<file path="config.mk">
export PLATFORM = sky130hd
export DESIGN_NAME = bfsa_mac
export DESIGN_NICKNAME = d
export VERILOG_FILES = /design/src/hdl/bfsa_pkg.sv /design/src/hdl/bfsa_mac.sv
export SDC_FILE = /design/constraint.sdc
export NUM_CORES = 2
export LEC_CHECK = 0
export BUFFER_PORTS_ARGS = -buffer_cell sky130_fd_sc_hd__buf_2
export CAP_MARGIN = 15
export CORE_MARGIN = 3
export CORE_UTILIZATION = 45
export DETAILED_ROUTE_END_ITERATION = 16
export SYNTH_ARGS = -nofsm -noshare
export SYNTH_HDL_FRONTEND = slang
export SYNTH_SLANG_ARGS = --single-unit
</file>
<file path="constraint.sdc">
create_clock -name clk -period 26.9 [get_ports clk]
set_input_delay 4.035 -clock clk [delete_from_list [all_inputs] [get_ports clk]]
set_output_delay 4.035 -clock clk [all_outputs]
set_load 0.1 [all_outputs]
</file>
<file path="src/hdl/bfsa_pkg.sv">
// ----------------------------------------------------------------------------
// bfsa_pkg: shared types and constants of the bounding box fitter
// Coordinate format, derived datapath widths, item structs, register indexes
// and the operation codes of the shared multiply-accumulate unit.
// ----------------------------------------------------------------------------
`default_nettype none

package bfsa_pkg;

  // Signed fixed point coordinates: COORD_BITS total, FRAC_BITS fraction bits.
  localparam int COORD_BITS = 32;
  localparam int FRAC_BITS  = 16;

  // Target widths and centering sums need three guard bits over a coordinate.
  localparam int NUM_W  = COORD_BITS + 3;
  localparam int PROD_W = 2 * COORD_BITS;
  localparam int ACC_W  = 2 * COORD_BITS + 4;
  // Split of the offset multiplicand into a low and a high part.
  localparam int LO_W   = COORD_BITS / 2;
  localparam int HI_W   = NUM_W - LO_W;

  localparam int CFG_IDX_W = 3;

  localparam logic [CFG_IDX_W-1:0] CFG_AREA_X_MIN  = 3'd0;
  localparam logic [CFG_IDX_W-1:0] CFG_AREA_X_MAX  = 3'd1;
  localparam logic [CFG_IDX_W-1:0] CFG_AREA_Y_MIN  = 3'd2;
  localparam logic [CFG_IDX_W-1:0] CFG_AREA_Y_MAX  = 3'd3;
  localparam logic [CFG_IDX_W-1:0] CFG_SAFE_MARGIN = 3'd4;

  localparam logic OP_MEASURE   = 1'b0;
  localparam logic OP_TRANSFORM = 1'b1;

  typedef struct packed {
    logic                         operation;
    logic                         new_set;
    logic signed [COORD_BITS-1:0] x_in;
    logic signed [COORD_BITS-1:0] y_in;
  } in_item_t;

  typedef struct packed {
    logic signed [COORD_BITS-1:0] x_out;
    logic signed [COORD_BITS-1:0] y_out;
    logic                         saturated;
  } out_item_t;

  typedef enum logic [2:0] {
    MAC_NOP,
    MAC_LOAD,
    MAC_ADD,
    MAC_SUB,
    MAC_SUB_HI,
    MAC_ABS,
    MAC_RND_OFF,
    MAC_RND_PT
  } mac_op_t;

  typedef struct packed {
    logic    mul_en;
    mac_op_t op;
  } mac_ctrl_t;

endpackage

`default_nettype wire

</file>
<file path="src/hdl/bfsa_mac.sv">
// ----------------------------------------------------------------------------
// bfsa_mac: shared multiply-accumulate and rounding unit
// A registered signed multiplier feeds a wide accumulator; the accumulator is
// then rounded half away from zero and saturated to a coordinate in two steps.
// ----------------------------------------------------------------------------
`default_nettype none

module bfsa_mac (
  input  wire logic                                   clk,
  input  wire bfsa_pkg::mac_ctrl_t                    ctrl,
  input  wire logic signed [bfsa_pkg::COORD_BITS-1:0] mul_a,
  input  wire logic signed [bfsa_pkg::COORD_BITS-1:0] mul_b,
  input  wire logic        [bfsa_pkg::ACC_W-1:0]      load_val,
  output logic        [bfsa_pkg::COORD_BITS-1:0]      res,
  output logic                                        clip
);

  import bfsa_pkg::*;

  localparam logic [ACC_W:0]        HALF_OFF = {{ACC_W{1'b0}}, 1'b1} << FRAC_BITS;
  localparam logic [ACC_W:0]        HALF_PT  = {{ACC_W{1'b0}}, 1'b1} << (FRAC_BITS - 1);
  localparam logic [ACC_W-1:0]      ACC_ONE  = {{(ACC_W-1){1'b0}}, 1'b1};
  localparam logic [COORD_BITS-1:0] RES_ONE  = {{(COORD_BITS-1){1'b0}}, 1'b1};
  localparam logic [COORD_BITS-1:0] MAX_MAG  = {1'b0, {(COORD_BITS-1){1'b1}}};
  localparam logic [COORD_BITS-1:0] MIN_MAG  = {1'b1, {(COORD_BITS-1){1'b0}}};

  logic signed [PROD_W-1:0] prod_r;
  logic [ACC_W-1:0]         acc_r;
  logic                     neg_r;
  logic [COORD_BITS-1:0]    rmag_r;
  logic                     clip_r;

  logic [ACC_W-1:0]         p_ext;
  logic [ACC_W-1:0]         addend;
  logic [ACC_W-1:0]         sum;
  logic                     sub;
  logic [ACC_W:0]           t;
  logic [ACC_W:0]           sh;
  logic [COORD_BITS-1:0]    limit;
  logic                     over;

  always_comb begin
    p_ext = {{(ACC_W-PROD_W){prod_r[PROD_W-1]}}, prod_r};
    if (ctrl.op == MAC_SUB_HI) begin
      p_ext = p_ext << LO_W;
    end
    sub    = ctrl.op inside {MAC_SUB, MAC_SUB_HI};
    addend = sub ? ~p_ext : p_ext;
    sum    = acc_r + addend + {{(ACC_W-1){1'b0}}, sub};

    // After the magnitude step the accumulator holds |value| as unsigned.
    t      = {1'b0, acc_r} + ((ctrl.op == MAC_RND_OFF) ? HALF_OFF : HALF_PT);
    sh     = (ctrl.op == MAC_RND_OFF) ? (t >> (FRAC_BITS + 1)) : (t >> FRAC_BITS);
    limit  = neg_r ? MIN_MAG : MAX_MAG;
    over   = (sh[ACC_W:COORD_BITS] != '0) || (sh[COORD_BITS-1:0] > limit);
  end

  always_ff @(posedge clk) begin
    if (ctrl.mul_en) begin
      prod_r <= mul_a * mul_b;
    end
    case (ctrl.op)
      MAC_LOAD: begin
        acc_r <= load_val;
      end
      MAC_ADD, MAC_SUB, MAC_SUB_HI: begin
        acc_r <= sum;
      end
      MAC_ABS: begin
        neg_r <= acc_r[ACC_W-1];
        acc_r <= acc_r[ACC_W-1] ? (~acc_r + ACC_ONE) : acc_r;
      end
      MAC_RND_OFF, MAC_RND_PT: begin
        rmag_r <= over ? limit : sh[COORD_BITS-1:0];
        clip_r <= over;
      end
      default: begin
      end
    endcase
  end

  assign res  = neg_r ? (~rmag_r + RES_ONE) : rmag_r;
  assign clip = clip_r;

endmodule

`default_nettype wire

</file>
==> results_dict.tcl <==
set metrics [dict create \
    status "finished, final reports clean" \
    synthTopCellsByArea "fa_1, edfxtp_1, inv_1, ha_1, and2_1" \
    drtIter0Drc 2645 \
    cap_violations 0 \
    layout_commonest_cell "fa_1" \
    hold_class "flip-flop to flip-flop" \
    crit_path_end_kind "flip-flop" \
    fin_tns_setup_ns 0 \
    worstSkewPairLatency_ns 0.45 \
    grt_pass1_vias 41500 \
    ios 170 \
    netlist_instances 5827 \
    required_ns 27.09 \
    postCtsSetupBuffers 0 \
    startpoint_type "input pin" \
    period_share_pct 44.5 \
    cts_tree "built" \
    r2r_setup_slack_ns 20.65 \
    rsz0062_at_grt "false" \
    die_w_microns 347 \
    setup_violations 0 \
    fmax_mhz 83.6 \
    crit_end "prod_r[62]$_DFFE_PP_" \
    tightest_slew_ns 1.14 \
    drive_above_1_share_pct 5.16 \
    post_cts_resized 0 \
    startpoint "mul_b[31]" \
    overflow 0 \
    antenna_found_initial 6 \
    die_h_microns 347 \
    drc 0 \
    hold_buffers 0 \
    via_per_inst 5.50 \
    most-common-layout-cells "fa_1, inv_1, nand2_1, and2_1, ha_1" \
    synth_top_area_share_pct 41.5 \
    firstDrtPassIters 6 \
    fin_util_pct 47.5 \
    finalNetCount 7196 \
    synth_warnings 0 \
    rows 124 \
    dominantRegCellSynth "edfxtp_1" \
    timing.rr.end "rmag_r[8]$_DFFE_PP_" \
    arrival_ns 12.15 \
    cts_buffers 17 \
    syn_nets 7333 \
    htreeDepth 4 \
    area_growth_pct 4.27 \
    slew_headroom_pct 23.9 \
    ys_seq_area_share_pct 9.53 \
    grt_max_degree 70 \
    synth_top_cell_by_area "fa_1" \
    async_flop_share_pct 0 \
    max-clock-path-buffers 2 \
    grt_pass1_wl_mm 237 \
    port_buffers 169 \
    clk_pin_slew_ns 0.08 \
    ys_types 87 \
    reg2reg_depth 19 \
    clock_sinks 166 \
    synth-edff-count 166 \
    timing.rr.start "acc_r[15]$_DFFE_PP_" \
    grt_usage_pct 24.8 \
    synth_seq_cells 166 \
    dr_total_vias 39700 \
    nFillCells 11200 \
    wl_mm 148 \
    final.min_clock_period_ns 11.96 \
    hold_viol 0 \
    gp_congestion 0.958 \
    die-area_sq_um 120000 \
    wl_per_cell_microns 20.5 \
    dp_hpwl_mm 121 \
    finClkSkew_ns 0.0221 \
    cp_max_fo 26 \
    ant_nets 0 \
    cts_root_buffer "clkbuf_16" \
    avgSynthCellArea_sq_um 8.98 \
    syn_area_sq_um 52300 \
    core_area_sq_um 115000 \
    critical_path_class "input pin to flip-flop" \
    drv_slew 0 \
    start_util_pct 45.6 \
]
[worst min-delay path by stage]
stage | from | endpoint | slack [ns] | cells past startpoint
final | acc_r[67]$_DFFE_PP_ | neg_r$_DFFE_PP_ | 0.72 | 0
after global routing | acc_r[67]$_DFFE_PP_ | neg_r$_DFFE_PP_ | 0.72 | 0
after CTS | acc_r[67]$_DFFE_PP_ | neg_r$_DFFE_PP_ | 0.69 | 0
after detailed placement | acc_r[67]$_DFFE_PP_ | neg_r$_DFFE_PP_ | 0.67 | 0
after global placement | acc_r[67]$_DFFE_PP_ | neg_r$_DFFE_PP_ | 0.67 | 0
after floorplan | acc_r[67]$_DFFE_PP_ | neg_r$_DFFE_PP_ | 0.55 | 0
[stage by stage]
step / instance area [sq um] / instances / hold slack (ns) / worst slack (ns)
floorplan: 52300 / 5827 / 0.547 / 15.46
global placement: 53900 / 7183 / 0.672 / 14.51
detailed placement: 53900 / 7183 / 0.669 / 14.44
CTS: 54500 / 7215 / 0.691 / 14.92
global route: 54500 / 7217 / 0.719 / 14.32
finish: 54500 / 7218 / 0.721 / 14.94
[synthesized netlist by cell type (9+ instances only)]
cell type  instances
mux2_2            32
buf_1              9
a21o_1            92
a211oi_1          14
nor2b_1           21
fa_1            1084
o21bai_1          20
a221oi_1           9
or3_1             33
a32oi_1           15
nand2b_1          26
nand3_1           58
o31ai_1           20
nand2_1          743
mux2i_1           12
o211ai_1          16
a21oi_1          233
a31oi_1           26
nor3_1            54
inv_1           1010
and3_1            30
and2_1           518
edfxtp_1         166
nor2_1           197
nand4_1           46
nor4_1            27
clkbuf_1         325
o221ai_1          14
xnor2_1          189
a22oi_1           37
buf_2             14
o21ai_0          200
a211o_1            9
o21a_1            24
xor2_1            73
or4_1             10
ha_1             285
[final cells by class]
class | instances | area [sq um] | share of cell area, %
clock buffers | 18 | 429 | 0.787
clock inverters | 14 | 185 | 0.340
inverters | 1012 | 3800 | 6.96
multi-input cells | 4299 | 42200 | 77.4
diodes | 3 | 7.51 | 0.0138
flip-flops and latches | 166 | 4980 | 9.14
well taps | 1512 | 1890 | 3.47
repair buffers | 194 | 1030 | 1.89
[critical path, cell delays in order]
cell	delay, ns
buf_2	0.33
clkinv_1	0.75
nor2_1	0.36
fa_1	0.48
fa_1	0.48
fa_1	0.52
fa_1	0.44
fa_1	0.52
fa_1	0.43
fa_1	0.49
inv_1	0.06
fa_1	0.51
inv_1	0.06
ha_1	0.35
a21o_1	0.19
a21oi_1	0.21
o21a_1	0.20
o211ai_1	0.12
a2111oi_0	0.58
a211o_1	0.27
a21oi_1	0.14
nor3b_1	0.19
a311oi_1	0.31
xnor2_1	0.11
[sequential cells by signal (all words and copies together), names as in the netlist]
register  count
acc_r        68
clip          1
neg_r         1
prod_r       64
rmag_r       32
[layer usage]
metal	track usage [%]	routed length (microns)
met1	34.4	64800
met2	41.6	70800
met3	2.81	8280
met4	6.64	3950
met5	0	29
[kinds of logic after synthesis]
logic type / synth area share [%]
adders and majority gates: 48.3
buffers and inverters: 9.82
xor gates and xnor gates: 4.39
and+or+nand+nor: 17.2
AOI/OAI and AO/OA: 9.89
muxes: 0.919
DFF: 9.53
Power is not shown: default switching activity piles up to over one toggle a cycle in this logic, so the estimate is an artifact.
