`src/hdl/bfsa_pkg.sv`:
```
// ----------------------------------------------------------------------------
// bfsa_pkg: shared types and constants of the bounding box fitter
// Coordinate format, derived datapath widths, item structs, register indexes
// and the operation codes of the shared multiply-accumulate unit.
// ----------------------------------------------------------------------------
`default_nettype none

package bfsa_pkg;

  // Signed fixed point coordinates: COORD_BITS total, FRAC_BITS fraction bits.
  localparam int COORD_BITS = 32;
  localparam int FRAC_BITS  = 16;

  // Target widths and centering sums need three guard bits over a coordinate.
  localparam int NUM_W  = COORD_BITS + 3;
  localparam int PROD_W = 2 * COORD_BITS;
  localparam int ACC_W  = 2 * COORD_BITS + 4;
  // Split of the offset multiplicand into a low and a high part.
  localparam int LO_W   = COORD_BITS / 2;
  localparam int HI_W   = NUM_W - LO_W;

  localparam int CFG_IDX_W = 3;

  localparam logic [CFG_IDX_W-1:0] CFG_AREA_X_MIN  = 3'd0;
  localparam logic [CFG_IDX_W-1:0] CFG_AREA_X_MAX  = 3'd1;
  localparam logic [CFG_IDX_W-1:0] CFG_AREA_Y_MIN  = 3'd2;
  localparam logic [CFG_IDX_W-1:0] CFG_AREA_Y_MAX  = 3'd3;
  localparam logic [CFG_IDX_W-1:0] CFG_SAFE_MARGIN = 3'd4;

  localparam logic OP_MEASURE   = 1'b0;
  localparam logic OP_TRANSFORM = 1'b1;

  typedef struct packed {
    logic                         operation;
    logic                         new_set;
    logic signed [COORD_BITS-1:0] x_in;
    logic signed [COORD_BITS-1:0] y_in;
  } in_item_t;

  typedef struct packed {
    logic signed [COORD_BITS-1:0] x_out;
    logic signed [COORD_BITS-1:0] y_out;
    logic                         saturated;
  } out_item_t;

  typedef enum logic [2:0] {
    MAC_NOP,
    MAC_LOAD,
    MAC_ADD,
    MAC_SUB,
    MAC_SUB_HI,
    MAC_ABS,
    MAC_RND_OFF,
    MAC_RND_PT
  } mac_op_t;

  typedef struct packed {
    logic    mul_en;
    mac_op_t op;
  } mac_ctrl_t;

endpackage

`default_nettype wire

```
`src/hdl/bfsa_div.sv`:
```
// ----------------------------------------------------------------------------
// bfsa_div: iterative fixed point divider
// Computes (num << FRAC_BITS) / den truncated toward zero and saturated to a
// coordinate, one quotient bit per cycle on a shared compare and subtract.
// ----------------------------------------------------------------------------
`default_nettype none

module bfsa_div (
  input  wire logic                                   clk,
  input  wire logic                                   rst_n,
  input  wire logic                                   start,
  input  wire logic signed [bfsa_pkg::NUM_W-1:0]      num,
  input  wire logic        [bfsa_pkg::COORD_BITS-1:0] den,
  output logic                                        done,
  output logic signed      [bfsa_pkg::COORD_BITS-1:0] quot
);

  import bfsa_pkg::*;

  localparam int SH    = COORD_BITS - 1 - FRAC_BITS;
  localparam int CW    = NUM_W + COORD_BITS + SH;
  localparam int CNT_W = $clog2(COORD_BITS);

  typedef enum logic [1:0] {D_IDLE, D_CHK, D_RUN, D_SIGN} dstate_t;

  dstate_t                 state_r;
  logic [NUM_W-1:0]        a_r;
  logic [COORD_BITS-1:0]   d_r;
  logic                    neg_r;
  logic [COORD_BITS-1:0]   r_r;
  logic [COORD_BITS-2:0]   low_r;
  logic [COORD_BITS-2:0]   q_r;
  logic [CNT_W-1:0]        cnt_r;
  logic                    done_r;
  logic [COORD_BITS-1:0]   quot_r;

  logic [NUM_W-1:0]        abs_num;
  logic [CW-1:0]           a_w;
  logic [CW-1:0]           d_w;
  logic                    ovf;
  logic [NUM_W-1:0]        a_sh;
  logic [COORD_BITS:0]     r2;
  logic [COORD_BITS:0]     diff;
  logic                    ge;

  always_comb begin
    abs_num = num[NUM_W-1] ? (~num + {{(NUM_W-1){1'b0}}, 1'b1}) : num;
    a_w     = CW'(a_r);
    d_w     = CW'({d_r, {SH{1'b0}}});
    // The quotient would reach 2^(COORD_BITS-1): saturate without iterating.
    ovf     = (a_w >= d_w);
    a_sh    = a_r << FRAC_BITS;
    r2      = {r_r, low_r[COORD_BITS-2]};
    diff    = r2 - {1'b0, d_r};
    ge      = (r2 >= {1'b0, d_r});
  end

  always_ff @(posedge clk) begin
    if (!rst_n) begin
      state_r <= D_IDLE;
      done_r  <= 1'b0;
    end else begin
      done_r <= 1'b0;
      case (state_r)
        D_IDLE: begin
          if (start) begin
            a_r     <= abs_num;
            neg_r   <= num[NUM_W-1];
            d_r     <= den;
            state_r <= D_CHK;
          end
        end
        D_CHK: begin
          if (ovf) begin
            q_r     <= '1;
            state_r <= D_SIGN;
          end else begin
            r_r     <= COORD_BITS'(a_r >> SH);
            low_r   <= a_sh[COORD_BITS-2:0];
            q_r     <= '0;
            cnt_r   <= CNT_W'(COORD_BITS - 1);
            state_r <= D_RUN;
          end
        end
        D_RUN: begin
          r_r   <= ge ? diff[COORD_BITS-1:0] : r2[COORD_BITS-1:0];
          q_r   <= {q_r[COORD_BITS-3:0], ge};
          low_r <= low_r << 1;
          cnt_r <= cnt_r - 1'b1;
          if (cnt_r == CNT_W'(1)) begin
            state_r <= D_SIGN;
          end
        end
        D_SIGN: begin
          quot_r  <= neg_r ? (~{1'b0, q_r} + {{(COORD_BITS-1){1'b0}}, 1'b1})
                           : {1'b0, q_r};
          done_r  <= 1'b1;
          state_r <= D_IDLE;
        end
        default: begin
          state_r <= D_IDLE;
        end
      endcase
    end
  end

  assign done = done_r;
  assign quot = quot_r;

endmodule

`default_nettype wire

```
`config.mk`:
```
export PLATFORM = sky130hd
export DESIGN_NAME = bfsa_div
export DESIGN_NICKNAME = d
export VERILOG_FILES = /design/src/hdl/bfsa_pkg.sv /design/src/hdl/bfsa_div.sv
export SDC_FILE = /design/constraint.sdc
export NUM_CORES = 1
export LEC_CHECK = 0
export ABC_AREA = 1
export BUFFER_PORTS_ARGS = -buffer_cell sky130_fd_sc_hd__buf_4
export CORE_UTILIZATION = 45
export CTS_CLUSTER_DIAMETER = 30
export DETAILED_ROUTE_END_ITERATION = 12
export SYNTH_ARGS = -nofsm -noshare
export SYNTH_HDL_FRONTEND = slang
export SYNTH_SLANG_ARGS = --single-unit
```
`constraint.sdc`:
```
create_clock -name clk -period 7.6 [get_ports clk]
set_input_delay 0.38 -clock clk [delete_from_list [all_inputs] [get_ports clk]]
set_output_delay 0.38 -clock clk [all_outputs]
set_load 0.02 [all_outputs]
```
==> results.yml <==
run_status:
  status: "finished, final reports clean"
synth:
  synth-seq-area-share_pct: 48.00
  netlist_area_sq_mm: 0.01157
  ys_top_cells_by_area: "edfxtp_1, nand2_1, inv_1"
  synth_cells: 1379
  synth_cell_types: 42
  synthArstFlopShare_pct: 0
  yosysTopAreaCell: "edfxtp_1"
  syn-num-nets: 1510
  synthFlopType: "edfxtp_1"
  yosysTopAreaCellShare_pct: 47.48
  synth.ff_latch_count: 186
  synth.avg_cell_area_sq_um: 8.393
  ys_warn_count: 0
  synth-edff-count: 183
placement:
  dpl.hpwl_mm: 20.71
  place_congestion: 0.9155
  portBuffers: 102
pwr:
  swShare_pct: 39.49
  pwr-share-comb_pct: 35.5
  max-vdd-ir-drop_v: 0.0001699
  clock_power_share_pct: 25.1
  p_seq_share_pct: 39.4
  power_w: 0.003804
  power.switching_w: 0.001503
  p_leak_nw: 5.986
  p_int_w: 0.002302
  power_density_mw_per_mm2: 285.9
layout:
  seqCellArea_sq_mm: 0.005555
  n_fill_cell: 2336
  drive_gt1_share_pct: 12.09
  antennaDiodeCount: 0
  multiInputGateArea_sq_mm: 0.005114
  area_growth_pct: 14.97
  nets: 1607
timing:
  finClkSkew_ps: 14.23
  fin_crit_ps: 3102
  finalHoldViolCount: 0
  drv_slew: 0
  max_slew_margin_pct: 19.56
  min_period_over_period_pct: 40.81
  tightest_slew_ps: 1205
  fin_tns_setup_ps: 0
  setup_viol: 0
  rsz0062_at_grt: "false"
  clock.fmax_mhz: 322.4
worst_setup_path:
  path_cells: "ha_1 -> a21oi_1 -> inv_1 -> nor2_1 -> nand2_1 -> nand2_2 -> nand2_1 -> nand2_1 -> nand4_1 -> o21ai_0 -> nor2_1"
  path_delay_family: "simple AND/OR/NAND/NOR gates"
  path_class: "register to register"
  cp.required_ps: 7800
  cp_max_fo: 20
  cp.arrival_ps: 3300
  cp_slowest_cell: "nand4_1"
  startpoint_type: "register"
  r2r-start: "r_r[7]"
  crit_top_cell: "nand2_1"
  crit_buf_inv: 1
  endpoint_kind: "register"
  max_stage_delay_ps: 710
  startpoint: "r_r[7]"
die:
  start_util_pct: 45.96
  die_area_sq_mm: 0.02636
  num_io_pins: 103
  die_h_um: 162.4
  die_x_um: 162.4
  placement_rows: 58
  core_sq_mm: 0.02518
flow_run:
  maxCapViolCount: 0
detailed_routing:
  drtIter0Drc: 655
  drc_errors: 0
  antenna_left: 0
  wl_per_cell_um: 15.18
  vias: 9131
  viasPerCell: 5.020
  drtPass1Iterations: 5
  drt_wl_total_mm: 27.61
clocking:
  clk_pin_slew_ps: 90
  cts.path.max_buffers: 2
  numCtsBuffers: 17
  clock_latency_ps: 450
  cts_setup_buffers: 0
  clkSinkCount: 186
  cts_tree: "built"
  h-tree-depth: 4
  cts_resized: 0
  root_buffer: "clkbuf_16"
  holdBufCountCts: 0
grt:
  antenna_found_initial: 0
  grt_pass1_vias: 8820
  grt_usage_pct: 21.76
  grt_max_degree: 75
  overflow: 0
  grt_pass1_wl_mm: 44.46
worst_hold_path:
  min_from: "den[9]"
  hold_path_class: "input port to register"
==> metrics by stage <==
stage | cells | instance area, sq um | util [%] | hold slack [ps] | worst slack (ps)
final | 1819 | 13310 | 52.84 | 100.8 | 4498
after global routing | 1819 | 13310 | 52.84 | 80.81 | 4178
after CTS | 1819 | 13310 | 52.84 | 89.47 | 4501
after detailed placement | 1787 | 12670 | 50.33 | 445.0 | 4527
after global placement | 1787 | 12670 | 50.33 | 471.4 | 4621
after floorplan | 1379 | 11570 | - | 426.4 | 1788
==> cell usage after synthesis (3+ instances only) <==
| library cell | number |
|---|---|
| o21a_1 | 4 |
| xnor2_1 | 18 |
| nand2_1 | 370 |
| nand4_1 | 24 |
| a31oi_1 | 3 |
| buf_2 | 5 |
| nor4_1 | 5 |
| o31ai_1 | 3 |
| nor2_4 | 6 |
| a21oi_2 | 9 |
| nor2_1 | 136 |
| xor2_1 | 46 |
| o21ai_0 | 80 |
| nand3_1 | 70 |
| dfxtp_1 | 3 |
| o21ai_1 | 6 |
| o21bai_1 | 6 |
| clkbuf_1 | 18 |
| ha_1 | 60 |
| nand3_2 | 3 |
| edfxtp_1 | 183 |
| nand2_2 | 12 |
| nor3_1 | 11 |
| nand3b_1 | 12 |
| inv_1 | 209 |
| nor2_2 | 3 |
| a21oi_1 | 51 |
==> cell families after synthesis <==
| family | share of synthesized area [%] |
|---|---|
| buffers and inverters | 7.978 |
| XOR/XNOR | 4.843 |
| AND/OR/NAND/NOR | 24.28 |
| adder cells (fa/ha/maj) | 6.659 |
| AO/OA/AOI/OAI | 8.238 |
| flip-flops | 48.00 |
==> worst register-to-register path, cell delays in order (launching register included) <==
cell,delay (ps)
edfxtp_1,400
ha_1,370
a21oi_1,230
inv_1,60
nor2_1,160
nand2_1,110
nand2_2,100
nand2_1,60
nand2_1,60
nand4_1,710
o21ai_0,530
nor2_1,70
==> registers in the layout (all words and copies together), names as in the netlist <==
register and flops:
state_r 2, cnt_r 5, d_r 32, a_r 35, r_r 32, done 1, quot 32, low_r 15
neg_r 1, q_r 31
==> path summary, 6_finish.rpt <==
path / end / slack, ps / depth (start not counted)
max: r_r[29] / 4500 / 11
min: d_r[9] / 100 / 1
max reg2reg: r_r[29] / 4500 / 11
min reg2reg: quot[0] / 460 / 0
==> routing by layer <==
layer	share of wire, %	wire length, um	up-vias	GRT usage [%]
li1	-	-	4710	-
met1	48	13330	4178	29.68
met2	46	12590	204	35.49
met3	3.8	1042	39	3.081
met4	2.3	640	0	7.247
met5	0	0	-	0
==> cells in the final DEF (no fill, tap or decap), drive strengths merged <==
cell and count:
o31ai 3, nand3b 12, clkinv 8, a21oi 60, nand2 384, a22oi 2, fa 1, or2 1
xnor2 18, o21a 4, a31oi 3, edfxtp 183, nor3b 1, o211ai 1, a21o 2, dfxtp 3
nor3 11, o41ai 2, clkbuf 17, ha 60, xor2 46, inv 219, nor2 145, and2 1
nand4 24, o21ai 88, nor4 5, buf 106, o21bai 6, nand3 73
==> final cells by class <==
cell class | count | area share, %
Tap cell | 330 | 3.103
Inverter | 212 | 5.980
Timing Repair Buffer | 106 | 5.980
Multi-Input combinational cell | 953 | 38.43
Clock buffer | 17 | 3.197
Clock inverter | 15 | 1.561
Sequential cell | 186 | 41.75
==> power by group through the flow <==
stage               sequential, W  combinational, W  clock, W
CTS                       0.00150           0.00136  0.000974
global route              0.00152           0.00154   0.00101
detailed placement        0.00152           0.00135         0
global placement          0.00152           0.00134         0
finish                    0.00150           0.00135  0.000956
floorplan                 0.00152          0.000995         0
Note: power is estimated with default switching activity, not from simulation.
